===== src/design/pwm_mask_run_burst_writer_defines.svh =====
// Assertion macros shared by the block's modules.
// Each expects a clock named clk and an active-high reset named rst in scope.
`ifndef PWM_MASK_RUN_BURST_WRITER_DEFINES_SVH
`define PWM_MASK_RUN_BURST_WRITER_DEFINES_SVH

// Same-cycle implication, checked outside reset.
`define PMRBW_ASSERT_NOW(lbl, ante, cons) \
  lbl: assert property (@(posedge clk) disable iff (rst) (ante) |-> (cons)) \
    else $error("pmrbw same-cycle check failed");

// Next-cycle implication, checked outside reset.
`define PMRBW_ASSERT_NEXT(lbl, ante, cons) \
  lbl: assert property (@(posedge clk) disable iff (rst) (ante) |=> (cons)) \
    else $error("pmrbw next-cycle check failed");

`endif


===== src/design/pmrbw_pkg.sv =====
`timescale 1ns / 1ps
package pmrbw_pkg;

  // Field widths
  localparam int MASK_W  = 16;
  localparam int DUTY_W  = 16;
  localparam int ADDR_W  = 7;
  localparam int REG_W   = 7;
  localparam int FIRST_W = 4;
  localparam int RUN_W   = 5;
  localparam int BYTES_W = 7;
  localparam int COUNT_W = 13;

  // Configuration port
  localparam int CFG_IDX_W  = 2;
  localparam int CFG_DATA_W = 13;
  localparam logic [CFG_IDX_W-1:0] REG_BUS_ADDR   = 2'd0;
  localparam logic [CFG_IDX_W-1:0] REG_FULL_SCALE = 2'd1;
  localparam logic [ADDR_W-1:0]    BUS_ADDR_RST   = 7'd64;
  localparam logic [COUNT_W-1:0]   FULL_SCALE_RST = 13'd4096;

  // Duty codes and register map
  localparam logic [DUTY_W-1:0] DUTY_FULL_ON  = 16'hFFFF;
  localparam logic [DUTY_W-1:0] DUTY_FULL_OFF = 16'h0000;
  localparam logic [REG_W-1:0]  FIRST_LED_REG = 7'd6;

  localparam int CHANNELS_DEF = 16;

  // Controller to datapath
  typedef struct packed {
    logic load;
    logic emit;
  } ctrl_cmd_t;

  // Datapath to controller
  typedef struct packed {
    logic load_nonzero;
    logic run_last;
  } dp_status_t;

  // One burst descriptor
  typedef struct packed {
    logic [ADDR_W-1:0]  target_address;
    logic [REG_W-1:0]   start_register;
    logic [FIRST_W-1:0] first_channel;
    logic [RUN_W-1:0]   run_length;
    logic [BYTES_W-1:0] byte_count;
    logic [COUNT_W-1:0] on_count;
    logic [COUNT_W-1:0] off_count;
    logic               last_burst;
  } burst_t;

endpackage


===== src/design/pmrbw_ctrl.sv =====
`timescale 1ns / 1ps
`include "pwm_mask_run_burst_writer_defines.svh"
module pmrbw_ctrl
  import pmrbw_pkg::*;
(
  input  logic       clk,
  input  logic       rst,
  input  logic       item_valid,
  output logic       item_ready,
  input  logic       burst_ready,
  output logic       burst_valid,
  output ctrl_cmd_t  cmd,
  input  dp_status_t sts
);

  localparam logic ST_IDLE = 1'b0;
  localparam logic ST_RUN  = 1'b1;

  logic state;
  logic state_next;
  logic burst_valid_next;

  // Take a request only while no mask is being split
  assign item_ready = (state == ST_IDLE);
  assign cmd.load   = item_valid && item_ready;
  // Emit one descriptor per cycle while the output register frees up
  assign cmd.emit   = (state == ST_RUN) && (!burst_valid || burst_ready);

  always_comb begin
    state_next = state;
    case (state)
      ST_IDLE: begin
        if (cmd.load && sts.load_nonzero) state_next = ST_RUN;
      end
      ST_RUN: begin
        if (cmd.emit && sts.run_last) state_next = ST_IDLE;
      end
      default: state_next = ST_IDLE;
    endcase
  end

  // Hold the descriptor until taken, refill on emit
  always_comb begin
    burst_valid_next = burst_valid;
    if (cmd.emit) burst_valid_next = 1'b1;
    else if (burst_ready) burst_valid_next = 1'b0;
  end

  always_ff @(posedge clk) begin
    if (rst) begin
      state       <= ST_IDLE;
      burst_valid <= 1'b0;
    end else begin
      state       <= state_next;
      burst_valid <= burst_valid_next;
    end
  end

  `PMRBW_ASSERT_NOW(a_emit_in_run, cmd.emit, state == ST_RUN)
  `PMRBW_ASSERT_NOW(a_no_bubble, (state == ST_RUN) && !burst_valid, cmd.emit)
  `PMRBW_ASSERT_NEXT(a_last_ends, cmd.emit && sts.run_last, state == ST_IDLE)
  `PMRBW_ASSERT_NEXT(a_load_runs, cmd.load && sts.load_nonzero,
                     (state == ST_RUN) && !item_ready)

endmodule


===== config.mk =====
export PLATFORM = sky130hd
export DESIGN_NAME = pmrbw_ctrl
export DESIGN_NICKNAME = d
export VERILOG_FILES = /design/src/design/pmrbw_pkg.sv /design/src/design/pmrbw_ctrl.sv
export VERILOG_INCLUDE_DIRS = /design/src /design/src/design
export SDC_FILE = /design/constraint.sdc
export NUM_CORES = 1
export LEC_CHECK = 0
export ABC_AREA = 1
export BUFFER_PORTS_ARGS = -buffer_cell sky130_fd_sc_hd__buf_2
export CAP_MARGIN = 30
export CORE_AREA = 4 4 41 43
export DETAILED_ROUTE_END_ITERATION = 10
export DIE_AREA = 0 0 45 47
export SYNTH_ARGS = -nofsm -noshare
export SYNTH_HDL_FRONTEND = slang
export SYNTH_SLANG_ARGS = --single-unit

===== constraint.sdc =====
create_clock -name clk -period 1.91 [get_ports clk]
set_clock_uncertainty 0.1 [all_clocks]
set_input_delay 0.0955 -clock clk [delete_from_list [all_inputs] [get_ports clk]]
set_output_delay 0.0955 -clock clk [all_outputs]
set_load 0.01 [all_outputs]

==> metrics.md <==
| Metric | Value |
|---|---|
| Outcome | completed |
| Max_cap viols | 0 |
| Clock Latency Late Sink | about 220 ps |
| CP max stage delay | about 360 ps |
| Fin nets | 34 |
| EDFF count, synth | 0 |
| Mean routed wirelength per cell | 6.854 µm |
| Setup_tns | 0 ps |
| Syn_nets | 20 |
| Cell Pwr Density | between 800 and 900 nW/µm² |
| Chip height | 47 µm |
| FP Rows | 13 |
| Via Count | 120 |
| Root Driver | clkbuf_4 |
| Total Wirelength | between 200 and 300 µm |
| Slew HR | 0.9145 |
| # fillers | around 160 |
| Core area | roughly 1300 µm² |
| Io pins | 10 |
| Routed vias/inst | roughly 3 |
| Area delta synth->final | 89.87% |
| Worst path cell trace | inv_1 -> a21oi_1 -> buf_2 |
| Synth cell count leaders | nand2_1, inv_1, a21oi_1, dfxtp_1 |
| TritonCTS clock tree | built |
| Postcts setup bufs | 0 |
| Crit. End Element | output port |
| Crit-path leading delay family | flip-flops |
| Final count of negative-setup-slack endpoints | 0 |
| Pwr Total | between 150 and 200 µW |
| # resized after CTS | 0 |
| Starting Density | 0.07596 |
| 1st-pass router iterations | 2 |
| CTS buffer count | 3 |
| CP Buf/Inv Count | 2 |
| Vias in the first global route | around 130 |
| DRC | 0 |
| CP Data Arrival Time | roughly 920 ps |
| Met3 routed WL | ~80 µm |
| Die ar. | around 2100 µm² |
| Max Slew Vio Count | 0 |
| Peak Freq | 0.8984 GHz |
| Synth area leaders | dfxtp_1, nand2_1, inv_1 |
| Chip width | about 45 µm |
| Final ANT Viol Nets | 0 |
| Input/output buffers | 9 |
| Crit-path max FO | 3 |
| Final hold violation count | 0 |
| Clk sinks | 2 |
| Critical-path top delay cell | dfxtp_1 |
| Hold Path Class | in -> reg |
| Yosys top cell by area | dfxtp_1 |
| Share of the synthesized area in the top cell type | 0.4051 |
| Wl on met1 | ~150 µm |
| Ys Warns | 0 |
| Dominant synthesized flop cell | dfxtp_1 |
| Worst slew pin tran | ~130 ps |
| Diode count | 0 |
| Hold-fix buffer count after cts | 1 |
| Largest net degree at the start of global routing | 4 |
| Post-Syn Instances | 14 |
| GR Overflow Total | 0 |
| Total Routing Usage GR | 0.04334 |
| #FFs+latches synth | 2 |
| Min Tclk post-route | 1113 ps |
| Most numerous cell in the Yosys netlist | nand2_1 |
| Peak supply drop | 0.2483 mV |
| CP Class | reg -> out |
| Avg Cell Area, Syn | 7.060 µm² |
| Initial antenna violation count | 0 |
| Ys async rst share | 0 |
| Routed met2 length | approximately 56 µm |
| Clock Pin Slew Worst Setup and Hold Paths | 30 ps |
| Data required, critical path | approximately 1700 ps |
| Fraction of layout cells with a size suffix above 1 | 0.5385 |
| DR top layer | met3 |
| H-tree depth | 1 |
| Yosys cell types | 7 |
| Initial DRC Count | 3 |
| RSZ-0062 raised after global routing | false |
| Crit path launch type | flop |
| Global-route wire length before repair | 503 µm |
| Seq/Total Area, Yosys | 0.4051 |
| Lkg Pwr | 0.00009861 µW |
| Period utilization | 0.5828 |
| CTS max path bufs | 2 |
| Mapped cell area | a little under 100 µm² |
| Routability cong. | slightly above 0.6 |
-- cells by family after synthesis --
family	share of synthesized area
AND/OR/NAND/NOR	0.2152
buffers and inverters	0.1899
flip-flops	0.4051
AO/OA/AOI/OAI	0.1899
-- where the power goes --
group          internal [µW]  switching [µW]  total (µW)
registers               44.5            1.80        46.3
logic                   11.4            11.0        22.4
clock network           69.3            23.6        92.9
total                    125            36.4         161
-- registers in the layout (all words and copies together), names as in the netlist --
signal	cells
state	1
burst_valid	1
-- worst register-to-register path, stage by stage, from the launching register on --
cell and delay (ps):
dfxtp_1 330, nand2_1 90, nand2_1 60, nand2_1 50, a21oi_2 100
-- area by class of cell --
cell class	count	area, µm²	share of cell area
Sequential cell	2	40.04	0.2133
Timing Repair Buffer	10	55.05	0.2933
Multi-Input combinational cell	8	40.04	0.2133
Clock buffer	3	22.52	0.1200
Tap cell	15	18.77	0.1000
Inverter	3	11.26	0.06000
-- routing by layer --
metal	up-vias	GRT usage
met1	40	0.04063
met4	0	0.03509
met5	-	0
met3	0	0.06897
met2	14	0.03672
li1	66	-
-- placed cells by master (no fill, tap or decap) --
master / netlist / routed
clkbuf_4: 0 / 3
a21oi_2: 1 / 1
dfxtp_1: 2 / 2
buf_2: 0 / 9
nand2_1: 4 / 4
inv_1: 3 / 3
dlygate4sd3_1: 0 / 1
nor2_2: 1 / 1
a21oi_1: 2 / 2
-- final timing paths --
kind	to	start	slack (ps)	cells after the start
hold reg to reg	state$_SDFF_PP0_	state$_SDFF_PP0_	400	2
setup / recovery	cmd[0]	state$_SDFF_PP0_	800	3
setup reg to reg	state$_SDFF_PP0_	burst_valid$_SDFFE_PP0P_	1110	4
hold / removal	state$_SDFF_PP0_	sts[1]	30	3
-- per-stage QoR --
stage	instance area [µm²]	utilization	hold slack (ps)	setup slack [ps]	cells
global route	187.7	0.1442	41.00	743.4	41
floorplan	98.84	-	57.94	1046	14
global placement	155.1	0.1192	175.0	1045	37
CTS	187.7	0.1442	26.22	787.7	41
detailed placement	155.1	0.1192	181.3	1033	37
finish	187.7	0.1442	34.83	796.9	41
No activity file was read; power rests on OpenSTA's default activity.
